$ cat src/hdl/rct_pkg.sv
// rct_pkg: shared types and codes for the replication commit tracker.
// Transfer payload structs, event and view structs, action and register codes.
// No dependencies.
`timescale 1ns / 1ps

package rct_pkg;

   localparam int FIELD_W    = 32;
   localparam int FAIL_W     = 32;
   localparam int CSR_ADDR_W = 3;
   localparam int CSR_DATA_W = 32;
   localparam int PCOUNT_W   = 4;

   // action codes
   localparam logic [1:0] ACT_APPEND   = 2'd0;
   localparam logic [1:0] ACT_ACCEPT   = 2'd1;
   localparam logic [1:0] ACT_REJECT   = 2'd2;
   localparam logic [1:0] ACT_SNAPSHOT = 2'd3;

   // register index (word select bit of the byte address)
   localparam logic REG_PEER_COUNT = 1'b0;

   localparam logic [PCOUNT_W-1:0] PEER_COUNT_RESET = 4'd2;

   typedef struct packed {
      logic [1:0]         action;
      logic [2:0]         peer;
      logic [FIELD_W-1:0] snapshot_index;
   } req_type;

   typedef struct packed {
      logic [FIELD_W-1:0] commit_point;
      logic [FIELD_W-1:0] log_end;
      logic [FIELD_W-1:0] peer_next;
      logic [FIELD_W-1:0] peer_match;
      logic [FAIL_W-1:0]  failure_total;
      logic               log_full;
   } rsp_type;

   // event handed from the input stage to the peer table
   typedef struct packed {
      logic       fire;
      logic [1:0] action;
      logic [2:0] peer;
   } event_type;

   // per-event view captured by the peer table (all but the commit point)
   typedef struct packed {
      logic [FIELD_W-1:0] log_end;
      logic [FIELD_W-1:0] peer_next;
      logic [FIELD_W-1:0] peer_match;
      logic [FAIL_W-1:0]  failure_total;
      logic               log_full;
   } view_type;

endpackage

$ cat src/hdl/rct_peer_table.sv
// rct_peer_table: per-follower next/match tables, last log index, reject count.
// Applies one event per fire and registers the resulting view.
// Depends on rct_pkg.
`timescale 1ns / 1ps

module rct_peer_table #(
   parameter int MAX_PEERS  = 8,
   parameter int INDEX_BITS = 32,
   parameter int CNT_W      = 4
) (
   input  logic                                   clock,
   input  logic                                   reset,
   input  rct_pkg::event_type                     ev,
   input  logic [INDEX_BITS-1:0]                  snap_index,
   input  logic [CNT_W-1:0]                       eff_count,
   output logic [MAX_PEERS-1:0][INDEX_BITS-1:0]   match_table,
   output logic [INDEX_BITS-1:0]                  last_entry,
   output rct_pkg::view_type                      view
);
   import rct_pkg::*;

   logic [MAX_PEERS-1:0][INDEX_BITS-1:0] next_ff, next_in;
   logic [MAX_PEERS-1:0][INDEX_BITS-1:0] match_ff, match_in;
   logic [INDEX_BITS-1:0]                last_ff, last_in;
   logic [FAIL_W-1:0]                    reject_ff, reject_in;
   view_type                             view_ff, view_in;
   logic                                 live;
   logic                                 full;
   logic [INDEX_BITS-1:0]                rd_next, rd_match;

   function automatic logic [INDEX_BITS-1:0] bump_sat(input logic [INDEX_BITS-1:0] v);
      return (&v) ? v : v + INDEX_BITS'(1);
   endfunction

   always_comb begin
      next_in   = next_ff;
      match_in  = match_ff;
      last_in   = last_ff;
      reject_in = reject_ff;
      full      = 1'b0;
      live      = (32'(ev.peer) < 32'(eff_count));

      if (ev.fire && ev.action == ACT_APPEND) begin
         if (&last_ff) full = 1'b1;
         else          last_in = last_ff + INDEX_BITS'(1);
      end
      if (ev.fire && live && ev.action == ACT_REJECT) begin
         reject_in = reject_ff + FAIL_W'(1);
      end

      for (int k = 0; k < MAX_PEERS; k++) begin
         if (ev.fire && live && 32'(ev.peer) == k) begin
            case (ev.action)
               ACT_ACCEPT: begin
                  match_in[k] = next_ff[k];
                  next_in[k]  = bump_sat(next_ff[k]);
               end
               ACT_REJECT: begin
                  if (next_ff[k] > INDEX_BITS'(1)) next_in[k] = next_ff[k] - INDEX_BITS'(1);
               end
               ACT_SNAPSHOT: begin
                  match_in[k] = snap_index;
                  next_in[k]  = bump_sat(snap_index);
               end
               default: begin
               end
            endcase
         end
      end

      // peers beyond the table read as reset values
      rd_next  = INDEX_BITS'(1);
      rd_match = '0;
      for (int k = 0; k < MAX_PEERS; k++) begin
         if (32'(ev.peer) == k) begin
            rd_next  = next_in[k];
            rd_match = match_in[k];
         end
      end

      view_in.log_end       = FIELD_W'(last_in);
      view_in.peer_next     = FIELD_W'(rd_next);
      view_in.peer_match    = FIELD_W'(rd_match);
      view_in.failure_total = reject_in;
      view_in.log_full      = full;
   end

   always_ff @(posedge clock) begin
      if (reset) begin
         for (int k = 0; k < MAX_PEERS; k++) begin
            next_ff[k]  <= INDEX_BITS'(1);
            match_ff[k] <= '0;
         end
         last_ff   <= '0;
         reject_ff <= '0;
      end else begin
         next_ff   <= next_in;
         match_ff  <= match_in;
         last_ff   <= last_in;
         reject_ff <= reject_in;
      end
   end

   always_ff @(posedge clock) begin
      if (ev.fire) begin
         view_ff <= view_in;
      end
   end

   assign match_table = match_ff;
   assign last_entry  = last_ff;
   assign view        = view_ff;

endmodule

$ cat src/hdl/rct_commit_rank.sv
// rct_commit_rank: commit index register and the rank compare over the match table.
// Picks the majority-replicated index and raises the commit index to it.
// Depends on rct_pkg.
`timescale 1ns / 1ps

module rct_commit_rank #(
   parameter int MAX_PEERS  = 8,
   parameter int INDEX_BITS = 32,
   parameter int CNT_W      = 4
) (
   input  logic                                 clock,
   input  logic                                 reset,
   input  logic                                 fire,
   input  logic [MAX_PEERS-1:0][INDEX_BITS-1:0] match_table,
   input  logic [INDEX_BITS-1:0]                last_entry,
   input  logic [CNT_W-1:0]                     eff_count,
   output logic [INDEX_BITS-1:0]                commit_next
);
   import rct_pkg::*;

   logic [INDEX_BITS-1:0]                committed_ff, committed_in;
   logic [MAX_PEERS-1:0][MAX_PEERS-1:0]  ge;       // ge[i][j]: match[j] >= match[i]
   logic [CNT_W-1:0]                     ge_cnt [MAX_PEERS];
   logic [CNT_W-1:0]                     gt_cnt [MAX_PEERS];
   logic [MAX_PEERS-1:0]                 sel;
   logic [CNT_W-1:0]                     need;
   logic [INDEX_BITS-1:0]                best;
   logic [INDEX_BITS-1:0]                capped;

   always_comb begin
      need = eff_count >> 1;
      for (int i = 0; i < MAX_PEERS; i++) begin
         for (int j = 0; j < MAX_PEERS; j++) begin
            ge[i][j] = (match_table[j] >= match_table[i]);
         end
      end
      // sel marks entries holding the need-th largest live value; ties
      // share that value, so an OR mux is enough
      best = '0;
      for (int i = 0; i < MAX_PEERS; i++) begin
         ge_cnt[i] = '0;
         gt_cnt[i] = '0;
         for (int j = 0; j < MAX_PEERS; j++) begin
            if (j < int'(eff_count)) begin
               if (ge[i][j])  ge_cnt[i] = ge_cnt[i] + CNT_W'(1);
               if (!ge[j][i]) gt_cnt[i] = gt_cnt[i] + CNT_W'(1);
            end
         end
         sel[i] = (i < int'(eff_count)) && (ge_cnt[i] >= need) && (gt_cnt[i] < need);
         if (sel[i]) best = best | match_table[i];
      end
      if (need == '0) best = last_entry;

      capped       = (best > last_entry) ? last_entry : best;
      committed_in = (capped > committed_ff) ? capped : committed_ff;
   end

   always_ff @(posedge clock) begin
      if (reset) begin
         committed_ff <= '0;
      end else if (fire) begin
         committed_ff <= committed_in;
      end
   end

   assign commit_next = committed_in;

endmodule

$ cat src/hdl/replication_commit_tracker_unit.sv
// replication_commit_tracker_unit: leader-side replication bookkeeping, top level.
// Instantiates rct_peer_table and rct_commit_rank; uses rct_pkg.
`timescale 1ns / 1ps

// Takes one replication event per cycle (local append, follower accept,
// follower reject, follower snapshot) and returns one result per event: the
// commit index, last log index, the named follower's next and match index,
// the reject count and the log-full flag, all as they stand after that event.
// Events pass the input register, table update and commit stage in turn. The
// cycle is set by the commit stage, which ranks all live match entries
// against each other in parallel. A stall on the result side freezes the
// whole pipe and is passed back to req_stall in the same cycle. peer_count
// is written over the CSR port at byte address 0; the user must do so only
// while no event is in flight; the block does not enforce it. Values above
// MAX_PEERS act as MAX_PEERS. State comes out of reset ready, with no sweep.

module replication_commit_tracker_unit #(
   parameter int MAX_PEERS  = 8,
   parameter int INDEX_BITS = 32
) (
   input  logic                              clock,
   input  logic                              reset,
   // event channel
   input  logic                              req_valid,
   output logic                              req_stall,
   input  rct_pkg::req_type                  req_data,
   // result channel
   output logic                              rsp_valid,
   input  logic                              rsp_stall,
   output rct_pkg::rsp_type                  rsp_data,
   // CSR port
   input  logic                              csr_psel,
   input  logic                              csr_penable,
   input  logic                              csr_pwrite,
   input  logic [rct_pkg::CSR_ADDR_W-1:0]    csr_paddr,
   input  logic [rct_pkg::CSR_DATA_W-1:0]    csr_pwdata,
   output logic [rct_pkg::CSR_DATA_W-1:0]    csr_prdata,
   output logic                              csr_pready
);
   import rct_pkg::*;

   localparam int CNT_W = $clog2(MAX_PEERS + 1);

   // pipe advances unless a finished result is held off
   logic                                 advance;
   logic                                 s1_valid_ff, s1_valid_in;
   req_type                              s1_data_ff;
   logic                                 s2_valid_ff, s2_valid_in;
   logic                                 rsp_valid_ff, rsp_valid_in;
   rsp_type                              rsp_data_ff, rsp_data_in;
   logic [PCOUNT_W-1:0]                  peer_count_ff, peer_count_in;
   logic [CNT_W-1:0]                     eff_count;
   event_type                            ev;
   view_type                             view;
   logic [MAX_PEERS-1:0][INDEX_BITS-1:0] match_table;
   logic [INDEX_BITS-1:0]                last_entry;
   logic [INDEX_BITS-1:0]                commit_next;
   logic                                 csr_write;

   assign advance   = !(rsp_valid_ff && rsp_stall);
   assign req_stall = !advance;

   // --- CSR ---
   // word select is the top address bit; byte offset bits are ignored
   assign csr_write  = csr_psel && csr_penable && csr_pwrite;
   assign csr_pready = 1'b1;
   assign csr_prdata = (csr_paddr[CSR_ADDR_W-1] == REG_PEER_COUNT) ?
                       CSR_DATA_W'(peer_count_ff) : '0;

   always_comb begin
      peer_count_in = peer_count_ff;
      if (csr_write && csr_paddr[CSR_ADDR_W-1] == REG_PEER_COUNT) begin
         peer_count_in = csr_pwdata[PCOUNT_W-1:0];
      end
   end

   // live follower count, clamped to the table
   assign eff_count = ({1'b0, peer_count_ff} > (PCOUNT_W+1)'(MAX_PEERS)) ?
                      CNT_W'(MAX_PEERS) : CNT_W'(peer_count_ff);

   // --- pipeline control ---
   assign s1_valid_in  = advance ? req_valid   : s1_valid_ff;
   assign s2_valid_in  = advance ? s1_valid_ff : s2_valid_ff;
   assign rsp_valid_in = advance ? s2_valid_ff : rsp_valid_ff;

   assign ev.fire   = advance && s1_valid_ff;
   assign ev.action = s1_data_ff.action;
   assign ev.peer   = s1_data_ff.peer;

   always_ff @(posedge clock) begin
      if (reset) begin
         s1_valid_ff   <= 1'b0;
         s2_valid_ff   <= 1'b0;
         rsp_valid_ff  <= 1'b0;
         peer_count_ff <= PEER_COUNT_RESET;
      end else begin
         s1_valid_ff   <= s1_valid_in;
         s2_valid_ff   <= s2_valid_in;
         rsp_valid_ff  <= rsp_valid_in;
         peer_count_ff <= peer_count_in;
      end
   end

   // input register
   always_ff @(posedge clock) begin
      if (advance && req_valid) begin
         s1_data_ff <= req_data;
      end
   end

   // stage 2: table update
   rct_peer_table #(
      .MAX_PEERS  (MAX_PEERS),
      .INDEX_BITS (INDEX_BITS),
      .CNT_W      (CNT_W)
   ) u_peer_table (
      .clock       (clock),
      .reset       (reset),
      .ev          (ev),
      .snap_index  (INDEX_BITS'(s1_data_ff.snapshot_index)),
      .eff_count   (eff_count),
      .match_table (match_table),
      .last_entry  (last_entry),
      .view        (view)
   );

   // stage 3: commit rank over the updated tables
   rct_commit_rank #(
      .MAX_PEERS  (MAX_PEERS),
      .INDEX_BITS (INDEX_BITS),
      .CNT_W      (CNT_W)
   ) u_commit_rank (
      .clock       (clock),
      .reset       (reset),
      .fire        (advance && s2_valid_ff),
      .match_table (match_table),
      .last_entry  (last_entry),
      .eff_count   (eff_count),
      .commit_next (commit_next)
   );

   always_comb begin
      rsp_data_in.commit_point  = FIELD_W'(commit_next);
      rsp_data_in.log_end       = view.log_end;
      rsp_data_in.peer_next     = view.peer_next;
      rsp_data_in.peer_match    = view.peer_match;
      rsp_data_in.failure_total = view.failure_total;
      rsp_data_in.log_full      = view.log_full;
   end

   // result register
   always_ff @(posedge clock) begin
      if (advance && s2_valid_ff) begin
         rsp_data_ff <= rsp_data_in;
      end
   end

   assign rsp_valid = rsp_valid_ff;
   assign rsp_data  = rsp_data_ff;

endmodule

$ cat config.mk
export PLATFORM = sky130hd
export DESIGN_NAME = replication_commit_tracker_unit
export DESIGN_NICKNAME = d
export VERILOG_FILES = /design/src/hdl/rct_pkg.sv /design/src/hdl/rct_peer_table.sv /design/src/hdl/rct_commit_rank.sv /design/src/hdl/replication_commit_tracker_unit.sv
export SDC_FILE = /design/constraint.sdc
export NUM_CORES = 2
export LEC_CHECK = 0
export BUFFER_PORTS_ARGS = -buffer_cell sky130_fd_sc_hd__buf_2
export CAP_MARGIN = 20
export CELL_PAD_IN_SITES_DETAIL_PLACEMENT = 1
export CELL_PAD_IN_SITES_GLOBAL_PLACEMENT = 2
export CORE_MARGIN = 5
export CORE_UTILIZATION = 42
export DETAILED_ROUTE_END_ITERATION = 7
export GPL_TIMING_DRIVEN = 1
export HOLD_SLACK_MARGIN = 0.03
export PLACE_DENSITY_LB_ADDON = 0.05
export SYNTH_ARGS = -nofsm -noshare
export SYNTH_HDL_FRONTEND = slang
export SYNTH_SLANG_ARGS = --single-unit
$ cat constraint.sdc
create_clock -name clock -period 38.4 [get_ports clock]
set_input_delay 7.68 -clock clock [delete_from_list [all_inputs] [get_ports clock]]
set_output_delay 7.68 -clock clock [all_outputs]
set_load 0.02 [all_outputs]
# After elaboration in Yosys (flattened, before gate mapping)
# Cells that the tools add are included.
[totals]
regBits = 942
out_inout_bits = 196
elab_cells = 672
[classes]
n_addsub = 131
magnitude_cmp = 100
eq_ne = 10
n_mux = 338
n_bitwise = 8
reduce_logical = 48
[op_table]
columns = ["operator", "count"]
rows = [
  ["$ge 32x32->1", 64],
  ["$mux 32", 63],
  ["$mux 4", 240],
  ["$pmux 32 s3", 8],
  ["$pmux 32 s2", 8],
  ["$add 4x1->4 const B", 111],
  ["$add 32x1->32 const B", 11],
  ["$reduce_and 32->1", 10],
  ["$gt 32x1->1 const B", 8],
  ["$sub 32x1->32 const B", 8],
  ["$or 32x32->32", 7],
  ["$gt 32x32->1", 2],
  ["$logic_and 1x1->1", 34],
  ["$ge 4x3->1", 8],
  ["$lt 4x3->1", 8],
  ["$mux 1", 19],
  ["$lt 3x4->1 const A", 4],
  ["$eq 3x3->1 const B", 4],
  ["$lt 1x4->1 const A", 2],
  ["$lt 2x4->1 const A", 2],
  ["$eq 3x2->1 const B", 2],
  ["$eq 2x2->1 const B", 2],
  ["$gt 4x4->1 const B", 1],
  ["$logic_not 4->1", 1],
  ["8 further kinds", 8],
]

# Depth between registers and ports, before layout
[depth]
ltp_word = 48
depth_mapped = 77
depth_no_buf = 73

# Hierarchy
# Synthesis repeated with hierarchy kept, for this count alone.
[unflattened]
hier_cells = 11655
area_unflattened_um2 = 91457.7
[by_module_without_submodules]
columns = ["module", "instances", "cells_each", "area_each_um2"]
rows = [
  ["rct_peer_table", 1, 6644, 49347.3],
  ["rct_commit_rank", 1, 4739, 35561.6],
  ["replication_commit_tracker_unit", 1, 272, 6548.8],
]

# Worst setup path before layout
# No wires, ideal clock.
[synth_timing]
path_type = "input port to output port"
startpoint = "input csr_paddr[2] (netlist bit)"
endpoint = "output csr_prdata[0] (netlist bit)"
arrival_ps = 7984
slack_ps = 22736
stages = 1
cell_sequence = "nor2b_1"
[synth_via]
elab_chain_len = 1
[synth_lines]
columns = ["element", "line_no", "rtl"]
rows = [
  ["start, declared", "replication_commit_tracker_unit.sv:35", "input logic [rct_pkg::CSR_ADDR_W-1:0] csr_paddr,"],
  ["$mux 4", "replication_commit_tracker_unit.sv:67", "assign csr_prdata = (csr_paddr[CSR_ADDR_W-1] == REG_PEER_COUNT) ?"],
  ["end, declared", "replication_commit_tracker_unit.sv:37", "output logic [rct_pkg::CSR_DATA_W-1:0] csr_prdata,"],
]
# Every way passes these cells.

# Worst setup path in the final report
[layout_timing]
startpoint = "register u_peer_table.match_ff (netlist bit u_peer_table.match_table[157])"
endpoint = "register u_commit_rank.committed_ff[5]"
[layout_via]
elab_chain_len = 39
elab_cells_between_ends = 267
cone_classes = "add/sub (56); order compare (33); mux (155); bitwise (7); reduce/logical (16)"
[layout_lines]
columns = ["element", "line_no", "rtl"]
rows = [
  ["start, declared", "rct_peer_table.sv:23", "logic [MAX_PEERS-1:0][INDEX_BITS-1:0] match_ff, match_in;"],
  ["start signal, assigned", "rct_peer_table.sv:98", "match_ff <= match_in;"],
  ["$ge 32x32->1", "rct_commit_rank.sv:34", "ge[i][j] = (match_table[j] >= match_table[i]);"],
  ["$mux 1", "rct_commit_rank.sv:45", "if (ge[i][j]) ge_cnt[i] = ge_cnt[i] + CNT_W'(1);"],
  ["$mux 4", "rct_commit_rank.sv:44", "if (j < int'(eff_count)) begin"],
  ["$add 4x1->4", "rct_commit_rank.sv:45", ""],
  ["$mux 4", "rct_commit_rank.sv:45", ""],
  ["$mux 4", "rct_commit_rank.sv:44", ""],
  ["$add 4x1->4", "rct_commit_rank.sv:45", ""],
  ["$mux 4", "rct_commit_rank.sv:45", ""],
  ["(+23 left out)", "--", ""],
  ["$mux 32", "rct_commit_rank.sv:50", "if (sel[i]) best = best | match_table[i];"],
  ["$or 32x32->32", "rct_commit_rank.sv:50", ""],
  ["$mux 32 (*)", "rct_commit_rank.sv:50", ""],
  ["$mux 32 (*)", "rct_commit_rank.sv:52", "if (need == '0) best = last_entry;"],
  ["$gt 32x32->1", "rct_commit_rank.sv:54", "capped = (best > last_entry) ? last_entry : best;"],
  ["$mux 32 (*)", "rct_commit_rank.sv:54", ""],
  ["$gt 32x32->1", "rct_commit_rank.sv:55", "committed_in = (capped > committed_ff) ? capped : committed_ff;"],
  ["$mux 32 (*)", "rct_commit_rank.sv:55", ""],
  ["end signal, assigned", "rct_commit_rank.sv:62", "committed_ff <= committed_in;"],
  ["end, declared", "rct_commit_rank.sv:21", "logic [INDEX_BITS-1:0] committed_ff, committed_in;"],
]
# Every way passes the cells marked *; elsewhere a longest branch is shown, timed or not.
# A chain may end at the register's enable or synchronous reset.

==> flow_summary.toml <==
[outcome]
status = "finished, final reports clean"

[sta]
hold_violations = 0
tns_ns = 0
clock_skew_ns = 0.140
rsz0062_at_grt = "no"
final-setup-viol-count = 0
timing.fmax_ghz = 0.0553
layout_min_cycle_time_ns = 18.09
worst_pin_slew_ns = 1.32
slew_violations = 0
min_period_over_period = 0.471
max_slew_margin = 0.120

[detailed_routing]
wirelength_mm = 512
first_pass_iters = 6
drc_errors = 0
ant_nets = 0
viasPerCell = 6.86
drt_iter0_drc = 11700
vias = 94600
routedWlPerCell_um = 37.1

[global_route]
grt_usage = 0.454
grt_pass1_vias = 92600
grt_pass1_wl_mm = 707
grt_max_degree = 168
antenna_found_initial = 25
overflow = 0

[synth]
syn_avg_cell_area_um2 = 7.88
ys_ff_latch = 942
yosys_warnings = 0
synth-async-reset-ratio = 0
seq_area_frac_synth = 0.256
synthesis.area_um2 = 86400
ys.flop_type = "dfxtp_1"
synth_cells = 11000
synth_edf_count = 327
synth_cell_type_count = 127

[worst_setup_path]
critPathRequiredTime_ns = 39.16
cp_max_fo = 34
worstSetupPathType = "reg -> reg"
worst_path_max_delay_cell = "a21oi_4"
start_kind = "register"
critPathArrivalTime_ns = 18.85
cp-end-kind = "register"
slowest_delay_ns = 0.85
r2r_setup_slack_ns = 20.31
cpMostUsedCell = "ha_1"

[placed_design]
io_buffers = 215
post-dp-hpwl_mm = 401
place.gp.congestion = 1.07

[clock_network]
htreeDepth = 3
postCtsResizedCells = 0
cts.clk_slew.worst_paths_ns = 0.06
cts_sinks = 942
root_buffer = "clkbuf_16"
cts_setup_buffers = 0
clock_path_buffers = 3
hold_buffers = 0
cts_tree = "yes"
insertion_delay_ns = 0.88
cts_buffers = 112

[pwr]
p_leak_nw = 37.8
power_density_nw_per_um2 = 31.2
peakVddDrop_mv = 0.0426

[cells_and_area]
fin_util = 0.464
nets = 12200
area_delta_synth_final_pct = 10.0
nFillCells = 24800
drive_gt1_frac = 0.0972

[die]
core-area_um2 = 205000
ios = 275
die_area_um2 = 215000
initial_utilization = 0.422
die_h_um = 464
row_count = 166
die_x_um = 464

[hold_path]
hold_path.class = "reg -> reg"

[job]
drv_cap = 0
[where the power goes]
part / switching [mW] / internal [mW] / total (mW)
registers: 0.0175 / 1.06 / 1.08
logic: 0.531 / 0.236 / 0.767
clock network: 0.497 / 0.621 / 1.12
total: 1.05 / 1.92 / 2.96
[cells in the mapped netlist (all sizes together) (18+ instances only)]
library cell | n | area (um2)
a22o | 69 | 604
o211ai | 109 | 832
o2111a | 30 | 338
mux2 | 84 | 950
edfxtp | 327 | 9820
nor2b | 289 | 1810
xnor2 | 252 | 2240
inv | 457 | 1720
o22ai | 87 | 544
nand2b | 80 | 500
o21a | 57 | 428
and2 | 94 | 588
a211oi | 153 | 1170
a21o | 111 | 833
a21oi | 1212 | 6170
nor3 | 235 | 1200
mux2i | 57 | 571
a211o | 18 | 158
nand4 | 297 | 1880
nor2 | 1217 | 4580
a221oi | 67 | 612
nor3b | 24 | 185
a311oi | 25 | 238
or3 | 55 | 344
o221ai | 67 | 587
dfxtp | 615 | 12300
mux4 | 30 | 676
buf | 104 | 561
nand3 | 278 | 1390
nand2 | 903 | 3420
or2 | 29 | 181
or4 | 33 | 248
xor2 | 144 | 1260
o21ai | 709 | 3620
a221o | 22 | 220
and3 | 96 | 601
ha | 1118 | 14000
nor4 | 172 | 1140
a22oi | 186 | 1410
xnor3 | 22 | 495
a31oi | 111 | 716
and4 | 52 | 455
clkbuf | 597 | 2240
[path summary, 6_finish.rpt]
| check | from | endpoint | cells past startpoint |
|---|---|---|---|
| worst max-delay path | u_peer_table.match_table[157] | u_commit_rank.committed_ff[5] | 70 |
| worst min-delay path | u_peer_table.view[8] | rsp_data[8] | 0 |
| worst max register to register | u_peer_table.match_table[157] | u_commit_rank.committed_ff[5] | 70 |
| worst min register to register | u_peer_table.view[8] | rsp_data[8] | 0 |
[flip-flops by register name (all words and copies together) (netlist names)]
signal,cells
u_peer_table.match_table,256
u_peer_table.next_ff,256
rsp_data,161
u_peer_table.view,129
s1_data_ff,32
u_commit_rank.committed_ff,32
u_peer_table.last_entry,32
u_peer_table.reject_ff,32
ev,5
peer_count_ff,4
rsp_valid,1
s1_valid_ff,1
s2_valid_ff,1
[logic make-up (layout without fill, tap and decap cells)]
family / Yosys count / in the layout / synth area share
compound gates: 3258 / 3258 / 0.238
xor+xnor: 423 / 423 / 0.0476
fa+ha+maj: 1119 / 1119 / 0.162
buf+inv: 1161 / 1245 / 0.0524
flops: 942 / 942 / 0.256
mux: 171 / 171 / 0.0254
other cells: 2 / 48 / 0.0000869
simple gates: 3898 / 3898 / 0.219
[metrics by stage]
step / cells / total power, mW / instance area [um2] / setup WS (ns) / hold WS (ns)
after CTS: 13800 / 2.96 / 95000 / 20.63 / 0.394
after global placement: 13600 / 1.81 / 91200 / 21.25 / 0.401
after detailed placement: 13600 / 1.84 / 91200 / 20.73 / 0.405
after global routing: 13800 / 3.06 / 95100 / 19.77 / 0.406
final: 13800 / 2.96 / 95100 / 20.31 / 0.408
after floorplan: 11000 / 1.56 / 86500 / 22.74 / 0.400
[critical path: cells and delay by family (launching register included)]
family	cells	cell delay (ns)
multiplexers	4	1.14
adder cells (fa/ha/maj)	11	3.50
AND/OR/NAND/NOR	16	3.08
flip-flops	1	0.70
AO/OA/AOI/OAI	33	8.20
buffers and inverters	6	1.26
[cell usage in the layout, fill, tap and decap left out, drive strengths merged, types with 252 or more instances in the layout]
cell    Yosys  layout
buf       104     569
edfxtp    327     327
xnor2     252     252
dfxtp     615     615
o21ai     709     709
nand3     278     278
inv       457     461
nor2     1217    1217
nand4     297     297
nand2     903     903
a21oi    1212    1212
nor2b     289     289
ha       1118    1118
[routing by layer]
metal  vias to the layer above  wire (um)  global-route usage
li1                      40500          -                   -
met1                     47100     192000               0.550
met2                      5308     212000               0.669
met3                      1622      50500               0.102
met4                        14      57600               0.416
met5                         -         90                   0
[area by class of cell]
cell class                      instances  area [um2]  area share
Tap cell                             2688        3360      0.0354
Inverter                              460        1740      0.0182
Antenna cell                           19        47.5    0.000500
Multi-Input combinational cell       8898       60200       0.633
Clock buffer                          147        3030      0.0318
Timing Repair Buffer                  573        3870      0.0407
Sequential cell                       942       22100       0.233
Clock inverter                         65         758     0.00797
Note: power is estimated with default switching activity, not from simulation.
